File: src/hdl/rsfi_pkg.sv
// Shared types and constants for the RGBA step fade interpolation core.
// No dependencies; imported by every module of the core.
package rsfi_pkg;

  localparam int ChanW      = 8;
  localparam int NumLanes   = 4;
  localparam int ColorW     = ChanW * NumLanes;
  localparam int StepFieldW = 16;
  localparam int QuotBits   = ChanW;
  localparam int LaneLat    = QuotBits + 1;
  localparam int OutLat     = LaneLat + 2;

  localparam int AddrW    = 3;
  localparam int DataW    = 32;
  localparam int RegIdxW  = 1;

  localparam logic [RegIdxW-1:0]    RegFadeSteps   = 1'b0;
  localparam logic [StepFieldW-1:0] FadeStepsReset = 16'd256;

  typedef enum logic [1:0] {
    ModeFrom,
    ModeTo,
    ModeBlend
  } mode_e;

  typedef struct packed {
    logic              valid;
    mode_e             mode;
    logic [ColorW-1:0] color_from;
    logic [ColorW-1:0] color_to;
  } ctrl_t;

endpackage

File: src/hdl/rsfi_lane.sv
// One channel lane: weighted sum of two 8-bit channel values, then a
// pipelined restoring divider that retires one quotient bit per stage.
// Depends on rsfi_pkg.
module rsfi_lane
  import rsfi_pkg::*;
#(
  parameter int CntW = 16
) (
  input  logic             clk_i,
  input  logic [ChanW-1:0] from_chan_i,
  input  logic [ChanW-1:0] to_chan_i,
  input  logic [CntW-1:0]  wgt_from_i,
  input  logic [CntW-1:0]  cnt_i,
  input  logic [CntW-1:0]  len_i,
  output logic [ChanW-1:0] quot_o
);

  localparam int AccW = ChanW + CntW;

  logic [AccW-1:0]  prod_from_d;
  logic [AccW-1:0]  prod_to_d;
  logic [AccW-1:0]  rem_q  [QuotBits+1];
  logic [CntW-1:0]  len_q  [QuotBits+1];
  logic [ChanW-1:0] quot_q [QuotBits+1];

  assign prod_from_d = AccW'(from_chan_i) * AccW'(wgt_from_i);
  assign prod_to_d   = AccW'(to_chan_i) * AccW'(cnt_i);

  always_ff @(posedge clk_i) begin
    rem_q[0]  <= prod_from_d + prod_to_d;
    len_q[0]  <= len_i;
    quot_q[0] <= '0;
  end

  for (genvar j = 0; j < QuotBits; j++) begin : g_div
    localparam int Shift = QuotBits - 1 - j;
    logic [AccW-1:0] dvs_d;
    logic            ge_d;

    assign dvs_d = AccW'(len_q[j]) << Shift;
    assign ge_d  = (rem_q[j] >= dvs_d);

    always_ff @(posedge clk_i) begin
      rem_q[j+1]  <= ge_d ? (rem_q[j] - dvs_d) : rem_q[j];
      len_q[j+1]  <= len_q[j];
      quot_q[j+1] <= {quot_q[j][ChanW-2:0], ge_d};
    end
  end

  assign quot_o = quot_q[QuotBits];

endmodule

File: config.mk
export PLATFORM = sky130hd
export DESIGN_NAME = rsfi_lane
export DESIGN_NICKNAME = d
export VERILOG_FILES = /design/src/hdl/rsfi_pkg.sv /design/src/hdl/rsfi_lane.sv
export SDC_FILE = /design/constraint.sdc
export NUM_CORES = 1
export LEC_CHECK = 0
export ABC_AREA = 1
export BUFFER_PORTS_ARGS = -buffer_cell sky130_fd_sc_hd__buf_4
export CAP_MARGIN = 30
export CORE_MARGIN = 3
export CORE_UTILIZATION = 64
export DETAILED_ROUTE_END_ITERATION = 7
export GPL_TIMING_DRIVEN = 0
export PLACE_DENSITY_LB_ADDON = 0.15
export SETUP_SLACK_MARGIN = 0.5
export SLEW_MARGIN = 40
export SYNTH_ARGS = -nofsm -noshare
export SYNTH_HDL_FRONTEND = slang
export SYNTH_SLANG_ARGS = --single-unit
File: constraint.sdc
create_clock -name clk_i -period 14.2 [get_ports clk_i]
set_clock_uncertainty 0.2 [all_clocks]
set_input_delay 1.42 -clock clk_i [delete_from_list [all_inputs] [get_ports clk_i]]
set_output_delay 1.42 -clock clk_i [all_outputs]
set_load 0.02 [all_outputs]
* Word level (Yosys, flattened, before mapping)
Memory sizes are Yosys's and may differ from the RTL's.
Cells that the tools add are included.
** Word-level totals
- Flip-flop bits (word level) :: 0
- Bits in writable memories :: 432
- Input bits :: 65
- Output and inout port bits :: 8
- Logic and storage cells :: 30
- Memories kept :: 3
** Cells by class
- Add/sub/neg operators :: 9
- $mul :: 2
- $lt $le $gt $ge :: 8
- Muxes and demuxes :: 8
** Memories
- rem_q :: depth 9, width 24, read ports 8, clocked after Yosys merged registers in 0, wr ports 9, line rsfi_lane.sv:22 : logic [AccW-1:0] rem_q [QuotBits+1];
- len_q :: depth 9, width 16, read ports 8, clocked after Yosys merged registers in 0, wr ports 9, line rsfi_lane.sv:23 : logic [CntW-1:0] len_q [QuotBits+1];
- quot_q :: depth 9, width 8, read ports 9, clocked after Yosys merged registers in 0, wr ports 9, line rsfi_lane.sv:24 : logic [ChanW-1:0] quot_q [QuotBits+1];
** Operators with widths (count)
- 24-bit 2-to-1 mux :: 8
- 8-bit by 16-bit multiplier with 24-bit output :: 2
- 24-bit adder :: 1
- 24-bit by 16-bit >= comparator with 1-bit output :: 1
- 24-bit by 17-bit >= comparator with 1-bit output :: 1
- 24-bit by 18-bit >= comparator with 1-bit output :: 1
- 24-bit by 19-bit >= comparator with 1-bit output :: 1
- 24-bit by 20-bit >= comparator with 1-bit output :: 1
- 24-bit by 21-bit >= comparator with 1-bit output :: 1
- 24-bit by 22-bit >= comparator with 1-bit output :: 1
- 24-bit by 23-bit >= comparator with 1-bit output :: 1
- 24-bit by 16-bit subtractor with 24-bit output :: 1
- 24-bit by 17-bit subtractor with 24-bit output :: 1
- 24-bit by 18-bit subtractor with 24-bit output :: 1
- 24-bit by 19-bit subtractor with 24-bit output :: 1
- 24-bit by 20-bit subtractor with 24-bit output :: 1
- 24-bit by 21-bit subtractor with 24-bit output :: 1
- 24-bit by 22-bit subtractor with 24-bit output :: 1
- 24-bit by 23-bit subtractor with 24-bit output :: 1

* Longest topological paths before layout
An unclocked memory read counts as a cell.
- Depth in word-level cells :: 3
- Depth in mapped cells :: 25
- Gate-level depth less buffers :: 23

* Least setup slack after synthesis
Ideal clock, no wire load.
- Path type :: input -> register
- From :: in to_chan_i[7]
- To :: mem rem_q[0][18] (netlist bit)
- Setup time :: 120 ps
- Arrival :: 6238 ps
- Required time :: 13880 ps
- Slack :: 7642 ps
- Cell stages on the path :: 20
- Path buffers :: 2
- Path through :: clkbuf_1 clkbuf_1 nand2_1 fa_1 fa_1 inv_1 fa_1 fa_1 fa_1 inv_1 fa_1 inv_1 ha_1 a21oi_1 nor2_1 nor2_1 nand2_1 nand3_1 nand2_1 xor2_1
** RTL lines
- from (decl) :: line rsfi_lane.sv:11 : input logic [ChanW-1:0] to_chan_i,
- to (decl) :: line rsfi_lane.sv:22

==> results.py <==
metrics = {
    "timing": {
        "fmax_mhz": 142,
        "min_period_over_period_pct": 49.6,
        "period_minus_slack_ps": 7040,
        "slew_headroom_pct": 59.8,
        "worst_pin_slew_ps": 603,
        "drv_slew": 0,
        "rsz0062_at_grt": "no",
        "fin_setup_tns_ps": 0,
        "hold_viol": 0,
        "finalSetupViolCount": 0,
    },
    "synthesis": {
        "yosysSeqAreaShare_pct": 26.1,
        "postSynthAreaPerCell_um2": 6.84,
        "synthXorXnorAreaFrac_pct": 2.34,
        "ys.flop_type": "dfxtp_1",
        "yosys.area_share.adder_pct": 24.9,
        "syn_inst": 3994,
        "synth_area_leaders": "dfxtp_1 (26%), nand2_1 (20%), fa_1 (16%), inv_1 (13%), ha_1 (9.1%)",
        "yosys.area.top_type_share_pct": 26.1,
        "ys_warn_count": 0,
        "synth_area_leader_cell": "dfxtp_1",
        "synth_compound_area_share_pct": 3.25,
        "ys_ff_latch": 356,
        "synth_edf_count": 0,
        "synth_top_family_by_area": "simple AND/OR/NAND/NOR gates",
        "yosys.area_share.simple_pct": 28.9,
        "synthArstFlopShare_pct": 0,
        "yosys-mux-area-fraction_pct": 0,
        "synth_nets": 4473,
        "synth_area_um2": 27300,
        "ys_types": 38,
    },
    "global_routing": {
        "grt.overflow.total": 0,
        "grt_pass1_vias": 22392,
        "grt_pass1_wl_um": 109000,
        "grt_use_met3_pct": 5.01,
        "grt_max_degree": 15,
        "use_met1_pct": 39.2,
        "globalRouteMet2Util_pct": 51.6,
        "antenna_found_initial": 3,
        "grt_use_total_pct": 30.3,
        "top_usage_layer": "met2",
    },
    "floorplanning": {
        "rows": 75,
        "fp.dieW_um": 213,
        "io_pins": 73,
        "die_area_um2": 45200,
        "start_util_pct": 65.0,
        "core_um2": 42000,
        "die_h_um": 213,
    },
    "route": {
        "drc_errors": 0,
        "dr.pass1.iters": 6,
        "antenna_left": 0,
        "via_per_inst": 5.03,
        "post_drt_wl_per_cell_um": 14.3,
        "wl_um": 66100,
        "num_vias": 23259,
        "drtIter0Drc": 1586,
    },
    "finish": {
        "syn2layout_area_growth_pct": 7.95,
        "drive_gt1_share_pct": 4.18,
        "layout_common_cells": "nand2_1 (1458), inv_1 (941), dfxtp_1 (356)",
        "fin_nets": 4538,
        "final_common_cell": "nand2_1",
    },
    "clock_network": {
        "cts_resized": 0,
        "h-tree-depth": 2,
        "cts-root-buf": "clkbuf_16",
        "post_cts_buffers": 0,
        "path_clk_slew_ps": 60,
        "clk_latency_ps": 550,
        "cts_tree": "yes",
        "clock-sinks": 356,
        "cts-hold-fix-buffers": 0,
        "cts.path.max_buffers": 3,
        "numCtsBuffers": 39,
    },
    "critical_path": {
        "worstSetupPathType": "input pin to flip-flop",
        "r2r_slack_ps": 11710,
        "cp.required_ps": 14480,
        "end_kind": "flip-flop",
        "cp_max_fo": 10,
        "setup.worst_path.start_class": "input pin",
        "arrival_ps": 7330,
    },
    "job": {
        "maxCapViolCount": 0,
    },
    "placed_design": {
        "io_buffer_count": 24,
        "globalplace.congestion": 0.965,
        "hpwl_um": 55100,
    },
    "run_status": {
        "status": "finished, final reports clean",
    },
    "min_path": {
        "min_path_type": "flip-flop to flip-flop",
    },
}
==> cells by family after synthesis <==
group                      after synthesis
buffers and inverters                 1034
xor gates and xnor gates                73
DFF                                    356
and+or+nand+nor                       1958
adders and majority gates              414
AOI/OAI and AO/OA                      159
==> worst max-delay path: stages <==
cell      delay (ps)
clkbuf_1         450
clkbuf_1         480
nand2_1          150
fa_1             560
inv_1             60
fa_1             510
fa_1             540
fa_1             560
fa_1             590
inv_1             70
fa_1             540
inv_1             50
ha_1             370
nand2_1          120
o21ai_0          340
nand2_1          120
nand2_1          100
nand2_1           90
nand3_1           70
nand2_1           60
nand2_1           60
==> sequential cells by signal, indices dropped and copies added, names as in the netlist <==
name	flops
quot_q	36
len_q	128
rem_q	192
==> synth_stat cells, drive strengths merged (10+ instances only) <==
cell type and n:
nand2 1477, inv 949, dfxtp 356, nor2 224, fa 215, ha 199, nand3 186, a21oi 113
clkbuf 63, xor2 60, nand4 37, o21ai 34, buf 22, nor3 19, xnor2 13, nand3b 10
==> final cells by class <==
type,instances,area (µm²)
Clock inverter,17,206
Multi-Input combinational cell,2604,16200
Clock buffer,53,1110
Timing Repair Buffer,24,180
Buffer,85,417
Inverter,949,3560
Sequential cell,356,7130
Antenna cell,1,2.50
Fill cell,3704,12500
Tap cell,539,674
==> routing by layer <==
layer / share of wire (%) / vias up
met1: 43 / 10608
li1: - / 11846
met3: 5.8 / 165
met4: 3.9 / 6
met5: 0.058 / -
met2: 47 / 634
==> final timing paths <==
path                                            start               endpoint  depth (start not counted)
worst max-delay path                     to_chan_i[2]   rem_q[0][23]$_DFF_P_                         21
worst min-delay path            quot_q[1][28]$_DFF_P_   quot_q[2][5]$_DFF_P_                          0
worst max register to register   rem_q[0][76]$_DFF_P_  rem_q[0][117]$_DFF_P_                         11
worst min register to register  quot_q[1][28]$_DFF_P_   quot_q[2][5]$_DFF_P_                          0
==> metrics by stage <==
step / std cells / hold WS (ps) / setup WS (ps) / cell area, µm² / util, %
floorplan: 3994 / 110 / 7640 / 27300 / -
global placement: 4557 / 110 / 6790 / 28200 / 67.1
detailed placement: 4557 / 112 / 6790 / 28200 / 67.1
CTS: 4627 / 126 / 7300 / 29500 / 70.2
global route: 4627 / 131 / 6970 / 29500 / 70.2
finish: 4628 / 126 / 7160 / 29500 / 70.2
Power is left out: the tool's default activity adds up to more than one toggle a clock period on the data nets, which glitch-free logic cannot reach.
