===== src/hdl/rsfi_pkg.sv =====
// Shared types and constants for the RGBA step fade interpolation core.
// No dependencies; imported by every module of the core.
package rsfi_pkg;

  localparam int ChanW      = 8;
  localparam int NumLanes   = 4;
  localparam int ColorW     = ChanW * NumLanes;
  localparam int StepFieldW = 16;
  localparam int QuotBits   = ChanW;
  localparam int LaneLat    = QuotBits + 1;
  localparam int OutLat     = LaneLat + 2;

  localparam int AddrW    = 3;
  localparam int DataW    = 32;
  localparam int RegIdxW  = 1;

  localparam logic [RegIdxW-1:0]    RegFadeSteps   = 1'b0;
  localparam logic [StepFieldW-1:0] FadeStepsReset = 16'd256;

  typedef enum logic [1:0] {
    ModeFrom,
    ModeTo,
    ModeBlend
  } mode_e;

  typedef struct packed {
    logic              valid;
    mode_e             mode;
    logic [ColorW-1:0] color_from;
    logic [ColorW-1:0] color_to;
  } ctrl_t;

endpackage


===== src/hdl/rsfi_merge.sv =====
// Merge stage: selects start color, end color or the lane quotients and
// packs the channels R,G,B,A into the registered result. Depends on rsfi_pkg.
module rsfi_merge
  import rsfi_pkg::*;
(
  input  logic              clk_i,
  input  logic              rst_ni,
  input  ctrl_t             ctrl_i,
  input  logic [ChanW-1:0]  quot_i [NumLanes],
  output logic              done_o,
  output logic [ColorW-1:0] color_out_o
);

  logic [ColorW-1:0] packed_d;
  logic [ColorW-1:0] color_d;
  logic [ColorW-1:0] color_q;
  logic              done_q;

  always_comb begin
    packed_d = '0;
    for (int i = 0; i < NumLanes; i++) begin
      packed_d[(NumLanes-1-i)*ChanW +: ChanW] = quot_i[i];
    end
  end

  always_comb begin
    unique case (ctrl_i.mode)
      ModeFrom:  color_d = ctrl_i.color_from;
      ModeTo:    color_d = ctrl_i.color_to;
      ModeBlend: color_d = packed_d;
      default:   color_d = ctrl_i.color_to;
    endcase
  end

  always_ff @(posedge clk_i or negedge rst_ni) begin
    if (!rst_ni) begin
      done_q <= 1'b0;
    end else begin
      done_q <= ctrl_i.valid;
    end
  end

  always_ff @(posedge clk_i) begin
    color_q <= color_d;
  end

  assign done_o      = done_q;
  assign color_out_o = color_q;

endmodule


===== config.mk =====
export PLATFORM = sky130hd
export DESIGN_NAME = rsfi_merge
export DESIGN_NICKNAME = d
export VERILOG_FILES = /design/src/hdl/rsfi_pkg.sv /design/src/hdl/rsfi_merge.sv
export SDC_FILE = /design/constraint.sdc
export NUM_CORES = 1
export LEC_CHECK = 0
export ABC_CLOCK_PERIOD_IN_PS = 800
export BUFFER_PORTS_ARGS = -buffer_cell sky130_fd_sc_hd__clkbuf_2
export CORE_MARGIN = 2
export CORE_UTILIZATION = 30
export CTS_BUF_LIST = sky130_fd_sc_hd__clkbuf_4
export CTS_CLUSTER_DIAMETER = 40
export DETAILED_ROUTE_END_ITERATION = 8
export GPL_ROUTABILITY_DRIVEN = 1
export GPL_TIMING_DRIVEN = 0
export HOLD_SLACK_MARGIN = 0.12
export PLACE_DENSITY_LB_ADDON = 0.15
export SLEW_MARGIN = 20
export SYNTH_ARGS = -nofsm -noshare
export SYNTH_HDL_FRONTEND = slang
export SYNTH_SLANG_ARGS = --single-unit

===== constraint.sdc =====
create_clock -name clk_i -period 0.8 [get_ports clk_i]
set_input_delay 0 -clock clk_i [delete_from_list [all_inputs] [get_ports clk_i]]
set_output_delay 0 -clock clk_i [all_outputs]
set_load 0.02 [all_outputs]

==> results of run 1 <==
[kinds of logic after synthesis]
logic type	after synthesis	share of synthesized area, %
compound gates	32	12.1
simple gates	32	8.70
flops	33	48.2
mux	32	23.2
buf+inv	11	7.71
[stage by stage]
step | hold slack (ns) | instances
2_1_floorplan | -0.296 | 140
3_3_place_gp | -0.225 | 323
3_5_place_dp | -0.224 | 323
[cells in the mapped netlist]
library cell | count | area share [%]
sky130_fd_sc_hd__o21ai_1 | 28 | 10
sky130_fd_sc_hd__mux2i_1 | 32 | 23
sky130_fd_sc_hd__buf_12 | 3 | 4.4
sky130_fd_sc_hd__o21ai_2 | 2 | 1.3
sky130_fd_sc_hd__dfrtp_1 | 1 | 1.8
sky130_fd_sc_hd__buf_2 | 7 | 2.5
sky130_fd_sc_hd__dfxtp_1 | 32 | 46
sky130_fd_sc_hd__nand2_1 | 32 | 8.7
sky130_fd_sc_hd__o21ai_0 | 2 | 0.73
sky130_fd_sc_hd__buf_6 | 1 | 0.82
==> qor.tcl, run 1 <==
set qor(status) {aborted with a tool error}
set qor(failing_step) {clock tree synthesis}
set qor(firstError) {[ERROR RSZ-0060] Max buffer count reached.}
set qor(synth_nets) 241
set qor(post_cts.repair.setup_buffers) 0
set qor(max-clock-path-buffers) 2
set qor(cts_buffers) 5
set qor(cts_htree_levels) 2
set qor(die_width_um) 71.8
set qor(final_weighted_congestion_in_routability_driven_placement) 0.768
set qor(netlist_cell_types) 10
set qor(worst_setup_slack_before_clock_tree_synthesis_ns) 0.0712
set qor(floorplan.die.height_um) 71.8
set qor(numPortBuffers) 131
set qor(start_util_pct) 31.5
set qor(clock_sink_count) 33
set qor(cts-resized-gates) 93
set qor(post-dp-hpwl_um) 3090
set qor(synth-seq-cells) 33
set qor(placement.cell_area_um2) 2100
set qor(holdBufCountCts) 101
set qor(netlist_instances) 140
set qor(boundaryPins) 134
set qor(num_rows) 24
set qor(seq_area_frac_synth_pct) 48.2
set qor(netlist_area_um2) 1380
set qor(clock_tree.root_cell) {sky130_fd_sc_hd__clkbuf_4}
set qor(yosys_warnings) 0
set qor(syn_avg_cell_area_um2) 9.86
==> run 2: changes to the inputs <==
CORE_UTILIZATION = 20   (was 30)
CTS_BUF_LIST = unset   (was sky130_fd_sc_hd__clkbuf_4)
CTS_CLUSTER_DIAMETER = unset   (was 40)
HOLD_SLACK_MARGIN = unset   (was 0.12)
==> run 2 against run 1 <==
Net effect:
- area after synthesis stayed put
- synthesized cell count stayed put
- the run now ends clean
==> qor.tcl, run 2 <==
set qor(status) {completed}
set qor(synth_flop_type) {sky130_fd_sc_hd__dfxtp_1}
set qor(post-dp-hpwl_um) 3620
set qor(cts_buffers) 5
set qor(grtUsageTotal_pct) 15.1
set qor(leakage_uw) 0.00161
set qor(timing_worst_setup_path_type) {register to output pin}
set qor(worst_setup_hold_path_clk_slew_ns) 0.07
set qor(dr.pass1.iters) 4
set qor(layout.cells.non_filler) 447
set qor(clock_sink_count) 33
set qor(post_route_cells_drive_above_1_share_pct) 41.1
set qor(timing_hold_violations_final) 0
set qor(critPathTopFamily) {flip-flops}
set qor(max-slew-margin-rel_pct) 86.2
set qor(clock.fmax_mhz) 1290
set qor(area_growth_pct) 125
set qor(rsz0062_at_grt) {true}
set qor(antenna_cells) 0
set qor(die_width_um) 87.1
set qor(synth_edf_count) 0
set qor(crit_cells) 1
set qor(grt_antenna_before_repair) 0
set qor(vias_per_cell) 4.17
set qor(final_weighted_congestion_in_routability_driven_placement) 0.756
set qor(num_rows) 30
set qor(power.density_cell_area_nw_per_um2) 1400
set qor(synth_top_area_share_pct) 46.4
set qor(timing.critical_path.slowest_cell_delay_ns) 0.37
set qor(crit_required_ns) 0.80
set qor(cts_htree_levels) 2
set qor(vdd_drop_max_uv) 578
set qor(numPortBuffers) 131
set qor(detailroute.via_count) 1863
set qor(max-clock-path-buffers) 2
set qor(min_path_type) {primary input to register}
set qor(clock_tree.root_cell) {sky130_fd_sc_hd__clkbuf_8}
set qor(finalCoreUtilization_pct) 46.3
set qor(cts_tree) {built}
set qor(cp-start-kind) {register}
set qor(post_cts.repair.setup_buffers) 0
set qor(worst-slew-pin-transition_ns) 0.201
set qor(first_iter_violations) 43
set qor(synth-seq-cells) 33
set qor(global_route_wire_length_before_repair_um) 8720
set qor(endpoint_kind) {output pin}
set qor(start_util_pct) 20.5
set qor(post-route-period-util_pct) 97.2
set qor(netlist_instances) 140
set qor(cp_buf_inv_count) 1
set qor(critical_path.max_fanout) 1
set qor(numPlacedInstances) 351
set qor(timing.critical_path.to) {done_o}
set qor(largest_register_ff_count) 32
set qor(yosys_warnings) 0
set qor(via_count_of_the_first_global_routing_pass) 1934
set qor(start_point_of_the_critical_path) {done_o}
set qor(coreArea_um2) 6720
set qor(boundaryPins) 134
set qor(setup_viol_count_final) 0
set qor(floorplan.die.height_um) 87.1
set qor(layout.cells.most_common_list) {sky130_fd_sc_hd__clkbuf_2, sky130_fd_sc_hd__dlygate4sd3_1, sky130_fd_sc_hd__mux2i_1, sky130_fd_sc_hd__nand2_1, sky130_fd_sc_hd__dfxtp_1}
set qor(timing.critical_path.cells) {buf_6}
set qor(synth_top_cell_by_area) {sky130_fd_sc_hd__dfxtp_1}
set qor(netlist_cell_types) 10
set qor(cell_types_occupying_the_most_area_after_synthesis) {sky130_fd_sc_hd__dfxtp_1, sky130_fd_sc_hd__mux2i_1, sky130_fd_sc_hd__o21ai_1}
set qor(synth_nets) 241
set qor(drt_wl_total_um) 6010
set qor(finish.net_count) 467
set qor(netlist_area_um2) 1380
set qor(cp.arrival_ns) 0.78
set qor(antenna_left) 0
set qor(mostFrequentLayoutCell) {sky130_fd_sc_hd__clkbuf_2}
set qor(total_grt_overflow) 0
set qor(number_of_violations_of_the_max_capacitance_limit) 0
set qor(die_area_um2) 7580
set qor(routedWlPerCell_um) 13.4
set qor(grt_max_degree) 11
set qor(drc_errors) 0
set qor(slowest_cp_cell) {sky130_fd_sc_hd__dfrtp_1}
set qor(max_slew_violation_count) 0
set qor(fillerInstances) 649
set qor(synth_top_cells_by_count) {sky130_fd_sc_hd__dfxtp_1, sky130_fd_sc_hd__mux2i_1, sky130_fd_sc_hd__nand2_1}
set qor(period_minus_slack_ns) 0.777
set qor(seq_area_frac_synth_pct) 48.2
set qor(async_sr_flop_fraction_pct) 3.03
set qor(syn_avg_cell_area_um2) 9.86
[run 2: cell counts after synthesis]
Identical to the previous run, type by type.
[run 2: how the worst min path moves through the flow]
stage | from | endpoint | cells after the start | slack [ns]
floorplan | rst_ni | done_o | 0 | -0.30
detailed placement | rst_ni | done_o | 1 | -0.22
finish | quot_i[18] | color_out_o[18] | 3 | 0.01
CTS | quot_i[16] | color_out_o[16] | 3 | 0.0003
global route | quot_i[22] | color_out_o[22] | 3 | 0.01
global placement | rst_ni | done_o | 1 | -0.22
[run 2: layer usage]
| layer | up-vias | routed length [µm] | GRT usage (%) |
|---|---|---|---|
| met2 | 86 | 3260 | 28.5 |
| met1 | 829 | 2180 | 15.3 |
| met5 | - | 0 | 0 |
| met4 | 0 | 219 | 8.10 |
| li1 | 928 | - | - |
| met3 | 20 | 351 | 3.32 |
[run 2: repair_timing]
item                                    CTS  global route
hold buffers                             88             0
gates resized for setup                   0             9
endpoints found under the setup margin    0             6
hold endpoints to repair                 34             0
[run 2: layout make-up]
| class | instances | area, µm² | share of cell area (%) |
|---|---|---|---|
| clock inverter | 2 | 10.0 | 0.322 |
| multi-input combinational | 96 | 608 | 19.6 |
| tap | 80 | 100 | 3.22 |
| clock buffer | 6 | 72.6 | 2.33 |
| timing repair buffer | 219 | 1550 | 49.7 |
| buffer | 11 | 106 | 3.42 |
| sequential | 33 | 666 | 21.4 |
[run 2: per-stage QoR]
stage / hold slack (ns) / setup WS [ns] / setup TNS [ns] / cell area [µm²] / power [µW]
after floorplan: -0.296 / 0.172 / 0 / 1380 / 2370
after global placement: -0.223 / 0.0753 / 0 / 2140 / 2810
after detailed placement: -0.224 / 0.0638 / 0 / 2140 / 2820
after CTS: 0.000336 / 0.000266 / 0 / 3100 / 4390
after global routing: 0.0110 / -0.0170 / -0.0170 / 3110 / 4590
final: 0.0107 / 0.0227 / 0 / 3110 / 4350
[run 2: power by group]
| part | total, µW | leakage [µW] | switching (µW) | internal [µW] |
|---|---|---|---|---|
| registers | 1830 | 0.000281 | 37.4 | 1790 |
| clock network | 1210 | 0.0000450 | 608 | 603 |
| logic | 1310 | 0.00128 | 586 | 722 |
| total | 4350 | 0.00161 | 1230 | 3120 |
[run 2: cell families after synthesis]
kind of cell    Yosys count  synth area share, %
mux                      32                 23.2
simple gates             32                 8.70
buf+inv                  11                 7.71
flops                    33                 48.2
compound gates           32                 12.1
(Power assumes the default switching activity.)
==> run 3: changes to the inputs <==
ABC_CLOCK_PERIOD_IN_PS = 1000   (was 800)
CELL_PAD_IN_SITES_DETAIL_PLACEMENT = 1   (was unset)
CELL_PAD_IN_SITES_GLOBAL_PLACEMENT = 1   (was unset)
CORE_ASPECT_RATIO = 0.8   (was unset)
clock period = 1 ns   (was 0.8 ns; I/O delays follow)
==> run 3 against run 2 <==
Net effect:
- clock-buffer cell count up 2
- sequential share of layout area up 0.95 points
- power down 21%
- clock power down 20%
- die area about the same
- worst setup slack better by 0.19 ns
- combinational power down 23%
- critical endpoint unchanged
- highest routed layer unchanged
==> qor.tcl, run 3 (synthesis gave the netlist of run 2 again) <==
set qor(timing.critical_path.cells) {clkbuf_2}
set qor(clock_tree.root_cell) {sky130_fd_sc_hd__clkbuf_8}
set qor(cp-start-kind) {register}
set qor(post_route_cells_drive_above_1_share_pct) 42.1
set qor(power_report.internal_total_uw) 2470
set qor(max-clock-path-buffers) 2
set qor(power.density_cell_area_nw_per_um2) 1150
set qor(die_width_um) 96.9
set qor(post-route-period-util_pct) 78.9
set qor(cp_buf_inv_count) 1
set qor(grt_max_degree) 11
set qor(die_area_um2) 7590
set qor(setup-tns-final_ns) 0
set qor(endpoint_kind) {output pin}
set qor(finalCoreUtilization_pct) 43.8
set qor(total_power_uw) 3430
set qor(mostFrequentLayoutCell) {sky130_fd_sc_hd__clkbuf_2}
set qor(post-dp-hpwl_um) 4010
set qor(max_slew_violation_count) 0
set qor(period_minus_slack_ns) 0.789
set qor(layout.cells.most_common_list) {sky130_fd_sc_hd__clkbuf_2, sky130_fd_sc_hd__dlygate4sd3_1, sky130_fd_sc_hd__mux2i_1, sky130_fd_sc_hd__nand2_1, sky130_fd_sc_hd__dfxtp_1}
set qor(crit_cells) 1
set qor(antenna_cells) 0
set qor(start_util_pct) 20.3
set qor(critPathTopFamily) {flip-flops}
set qor(timing.critical_path.slowest_cell_delay_ns) 0.36
set qor(coreArea_um2) 6790
set qor(drc_errors) 0
set qor(number_of_violations_of_the_max_capacitance_limit) 0
set qor(clock_sink_count) 33
set qor(setup_viol_count_final) 0
set qor(min_path_type) {primary input to register}
set qor(grt_antenna_before_repair) 0
set qor(hold-path-endpoint) {color_out_o[29]}
set qor(global_route_wire_length_before_repair_um) 10000
set qor(cts_tree) {built}
set qor(vias_per_cell) 4.11
set qor(floorplan.die.height_um) 78.3
set qor(drt_wl_total_um) 6260
set qor(cts_buffers) 5
set qor(numPortBuffers) 131
set qor(timing_hold_violations_final) 0
set qor(hold_path_startpoint) {ctrl_i[61]}
set qor(dr.pass1.iters) 4
set qor(crit_required_ns) 1.00
set qor(rsz0062_at_grt) {false}
set qor(via_count_of_the_first_global_routing_pass) 2065
set qor(critical_path.max_fanout) 1
set qor(routedWlPerCell_um) 14.2
set qor(num_rows) 27
set qor(cts_htree_levels) 2
set qor(timing_worst_setup_path_type) {register to output pin}
set qor(total_grt_overflow) 0
set qor(boundaryPins) 134
set qor(first_iter_violations) 32
set qor(vdd_drop_max_uv) 673
set qor(leakage_uw) 0.00155
set qor(clock.fmax_mhz) 1270
set qor(cp.arrival_ns) 0.79
set qor(pwr-share-comb_pct) 29.4
set qor(grtUsageTotal_pct) 16.7
set qor(seq_power_share_pct) 42.6
set qor(switching_share_pct) 28.1
set qor(worst_setup_hold_path_clk_slew_ns) 0.07
set qor(status) {completed}
set qor(worst-slew-pin-transition_ns) 0.202
set qor(largest_register_ff_count) 32
set qor(area_growth_pct) 116
set qor(power.switching_uw) 966
set qor(hold-path-cell-count) 3
set qor(final_weighted_congestion_in_routability_driven_placement) 0.679
set qor(antenna_left) 0
set qor(power.share.clock_pct) 28.0
set qor(detailroute.via_count) 1813
set qor(max-slew-margin-rel_pct) 86.2
set qor(slowest_cp_cell) {sky130_fd_sc_hd__dfrtp_1}
set qor(finish.net_count) 454
-- run 3: changes by cell type in the layout (fill, tap and decap cells not counted) --
| cell | change |
|---|---|
| sky130_fd_sc_hd__buf_2 | -4 |
| sky130_fd_sc_hd__buf_4 | -1 |
| sky130_fd_sc_hd__buf_6 | -1 |
| sky130_fd_sc_hd__clkbuf_1 | +2 |
| sky130_fd_sc_hd__clkbuf_2 | +6 |
| sky130_fd_sc_hd__clkinv_2 | -2 |
| sky130_fd_sc_hd__dlygate4sd3_1 | -13 |
-- run 3: final cells by class --
type                    count  area, µm²
plain buffers              11        106
clock buffers               8       80.1
fillers                   837       3810
multi-input cells          96        608
flip-flops and latches     33        666
well taps                  87        109
repair buffers            206       1410
-- run 3: what timing repair did --
action | in CTS | in global routing
gates resized for setup | 0 | 0
setup endpoints to repair | 0 | 0
setup buffers | 0 | 0
hold endpoints to repair | 34 | 0
hold buffers | 75 | 0
-- run 3: power by group through the flow --
stage          clock network [µW]  registers (µW)  logic (µW)
4_1_cts                      1010            1460        1000
6_report                      962            1460        1010
3_3_place_gp                    0            1490         758
5_1_grt                      1070            1470        1090
3_5_place_dp                    0            1490         771
2_1_floorplan                   0            1640         248
-- run 3: through the flow --
step                worst slack (ns)  cell area (µm²)  hold WS (ns)  std cells
global placement               0.262             2140        -0.224        358
detailed placement             0.236             2140        -0.222        358
floorplan                      0.372             1380        -0.296        140
global route                   0.174             2980       0.00940        441
CTS                            0.196             2980       0.00128        441
finish                         0.211             2980       0.00489        441
-- run 3: how the worst max path moves through the flow --
| stage | slack [ns] | end | start |
|---|---|---|---|
| global placement | 0.26 | color_out_o[9] | ctrl_i[64] |
| CTS | 0.20 | done_o | done_o |
| detailed placement | 0.24 | color_out_o[15] | ctrl_i[65] |
| finish | 0.21 | done_o | done_o |
| global route | 0.17 | done_o | done_o |
| floorplan | 0.37 | color_out_o[12] | ctrl_i[65] |
-- run 3: metal layers --
layer	vias to the layer above	part of all wire, %	global-route usage, %
li1	899	-	-
met2	72	57	32.7
met4	0	1.1	5.21
met5	-	0	0
met3	6	5.4	4.10
met1	836	37	17.5
==> run 4: changes to the inputs <==
ABC_CLOCK_PERIOD_IN_PS = 800   (was 1000)
clock period = 0.8 ns   (was 1 ns; I/O delays follow)
==> run 4 against run 3 <==
Net effect:
- flip-flop and latch count stayed put
- wire length hardly changed
- first-iteration DRC count stayed put
- utilization is 0.13 points higher
- die area stayed put
- via count stayed put
- combinational power is 26% higher
- critical path depth stayed put
- largest cell class unchanged
- sequential power is 25% higher
- clock-buffer cell count stayed put
- critical path type unchanged
- critical endpoint unchanged
- sequential share of layout area is 0.066 points lower
- global-route usage stayed put
==> qor.tcl, run 4 (synthesis gave the netlist of run 2 again) <==
set qor(period_minus_slack_ns) 0.779
set qor(total_grt_overflow) 0
set qor(max_slew_violation_count) 0
set qor(grt_max_degree) 11
set qor(hold-path-cell-count) 3
set qor(drc_errors) 0
set qor(boundaryPins) 134
set qor(setup-tns-final_ns) 0
set qor(multi_input_comb_area_um2) 608
set qor(critPathTopFamily) {flip-flops}
set qor(antenna_left) 0
set qor(timing.critical_path.slowest_cell_delay_ns) 0.38
set qor(post_cts.repair.setup_buffers) 0
set qor(grt_antenna_before_repair) 0
set qor(hold_path_startpoint) {ctrl_i[61]}
set qor(grtUsageTotal_pct) 16.7
set qor(start_util_pct) 20.3
set qor(floorplan.die.height_um) 78.3
set qor(number_of_violations_of_the_max_capacitance_limit) 0
set qor(vdd_drop_max_uv) 841
set qor(clock_sink_count) 33
set qor(die_width_um) 96.9
set qor(coreArea_um2) 6790
set qor(clock_tree.root_cell) {sky130_fd_sc_hd__clkbuf_8}
set qor(status) {completed}
set qor(via_count_of_the_first_global_routing_pass) 2065
set qor(slowest_cp_cell) {sky130_fd_sc_hd__dfrtp_1}
set qor(finish.net_count) 454
set qor(die_area_um2) 7590
set qor(crit_cells) 1
set qor(cts_buffers) 5
set qor(layout.cells.most_common_list) {sky130_fd_sc_hd__clkbuf_2, sky130_fd_sc_hd__dlygate4sd3_1, sky130_fd_sc_hd__mux2i_1, sky130_fd_sc_hd__nand2_1, sky130_fd_sc_hd__dfxtp_1}
set qor(cp.arrival_ns) 0.78
set qor(use_met2_pct) 32.7
set qor(post-dp-hpwl_um) 4010
set qor(crit_required_ns) 0.80
set qor(cp_buf_inv_count) 1
set qor(antenna_cells) 0
set qor(timing_hold_violations_final) 0
set qor(area_growth_pct) 116
set qor(timing.critical_path.cells) {buf_6}
set qor(cts_tree) {built}
set qor(gr_util_met3_pct) 4.10
set qor(rsz0062_at_grt) {true}
set qor(mostFrequentLayoutCell) {sky130_fd_sc_hd__clkbuf_2}
set qor(drt_wl_total_um) 6270
set qor(cp-start-kind) {register}
set qor(final_weighted_congestion_in_routability_driven_placement) 0.679
set qor(hold-path-endpoint) {color_out_o[29]}
set qor(sequential_cell_area_um2) 666
set qor(power.density_cell_area_nw_per_um2) 1440
set qor(clock.fmax_mhz) 1280
set qor(grtUsageMet1_pct) 17.5
set qor(num_rows) 27
set qor(leakage_uw) 0.00155
set qor(routedWlPerCell_um) 14.2
set qor(max-slew-margin-rel_pct) 86.2
set qor(detailroute.via_count) 1813
set qor(worst-slew-pin-transition_ns) 0.202
set qor(max-clock-path-buffers) 2
set qor(cts_htree_levels) 2
set qor(largest_register_ff_count) 32
set qor(vias_per_cell) 4.11
set qor(numPortBuffers) 131
set qor(endpoint_kind) {output pin}
set qor(finalCoreUtilization_pct) 43.9
set qor(post-route-period-util_pct) 97.4
set qor(fillerInstances) 834
set qor(gr_busiest_metal) {met2}
set qor(critical_path.max_fanout) 1
set qor(setup_viol_count_final) 0
set qor(global_route_wire_length_before_repair_um) 10000
set qor(worst_setup_hold_path_clk_slew_ns) 0.07
set qor(post_route_cells_drive_above_1_share_pct) 42.1
set qor(first_iter_violations) 32
set qor(min_path_type) {primary input to register}
set qor(dr.pass1.iters) 4
set qor(timing_worst_setup_path_type) {register to output pin}
-- run 4: cell count changes in the layout (fill, tap and decap cells not counted) --
cell	previous run	this run
sky130_fd_sc_hd__clkbuf_2	131	126
sky130_fd_sc_hd__buf_2	7	10
sky130_fd_sc_hd__buf_4	0	1
sky130_fd_sc_hd__buf_6	1	2
-- run 4: worst max path at each step --
stage,slack [ns],start,end
2_1_floorplan,0.17,ctrl_i[65],color_out_o[12]
3_3_place_gp,0.06,ctrl_i[64],color_out_o[9]
3_5_place_dp,0.04,ctrl_i[65],color_out_o[15]
4_1_cts,-0.004,done_o,done_o
5_1_grt,-0.01,done_o,done_o
6_report,0.02,done_o,done_o
-- run 4: area by class of cell --
| class | instances | share of cell area (%) |
|---|---|---|
| buffer | 11 | 3.56 |
| clock buffer | 8 | 2.68 |
| multi-input combinational | 96 | 20.4 |
| sequential | 33 | 22.3 |
| tap | 87 | 3.65 |
| timing repair buffer | 206 | 47.4 |
-- run 4: metrics by stage --
| stage | hold slack [ns] | setup slack, ns | instance area [µm²] | power, µW | instances |
|---|---|---|---|---|---|
| floorplan | -0.296 | 0.172 | 1380 | 2370 | 140 |
| global placement | -0.224 | 0.0616 | 2140 | 2810 | 358 |
| detailed placement | -0.222 | 0.0359 | 2140 | 2830 | 358 |
| CTS | 0.00128 | -0.00417 | 2980 | 4340 | 441 |
| global route | 0.00940 | -0.0143 | 2980 | 4550 | 441 |
| finish | 0.00489 | 0.0208 | 2980 | 4300 | 441 |
-- run 4: worst min-delay path: stages --
cell and delay, ns:
sky130_fd_sc_hd__clkbuf_2 0.07, sky130_fd_sc_hd__mux2i_1 0.06, sky130_fd_sc_hd__o21ai_1 0.11
-- run 4: what timing repair did --
item / 4_1_cts / 5_1_grt
resized for setup: 0 / 8
hold buffers: 75 / 0
gates cloned: 0 / 0
setup endpoints to repair: 1 / 5
hold endpoints to repair: 34 / 0
-- run 4: layer usage --
metal	wire length [µm]	share of wire, %
met1	2290	37
met2	3550	57
met3	351	5.6
met4	66	1.1
met5	0	0
-- run 4: report_power, final --
part / switching, µW / internal (µW)
clock: 584 / 618
sequential: 38.1 / 1790
combinational: 585 / 681
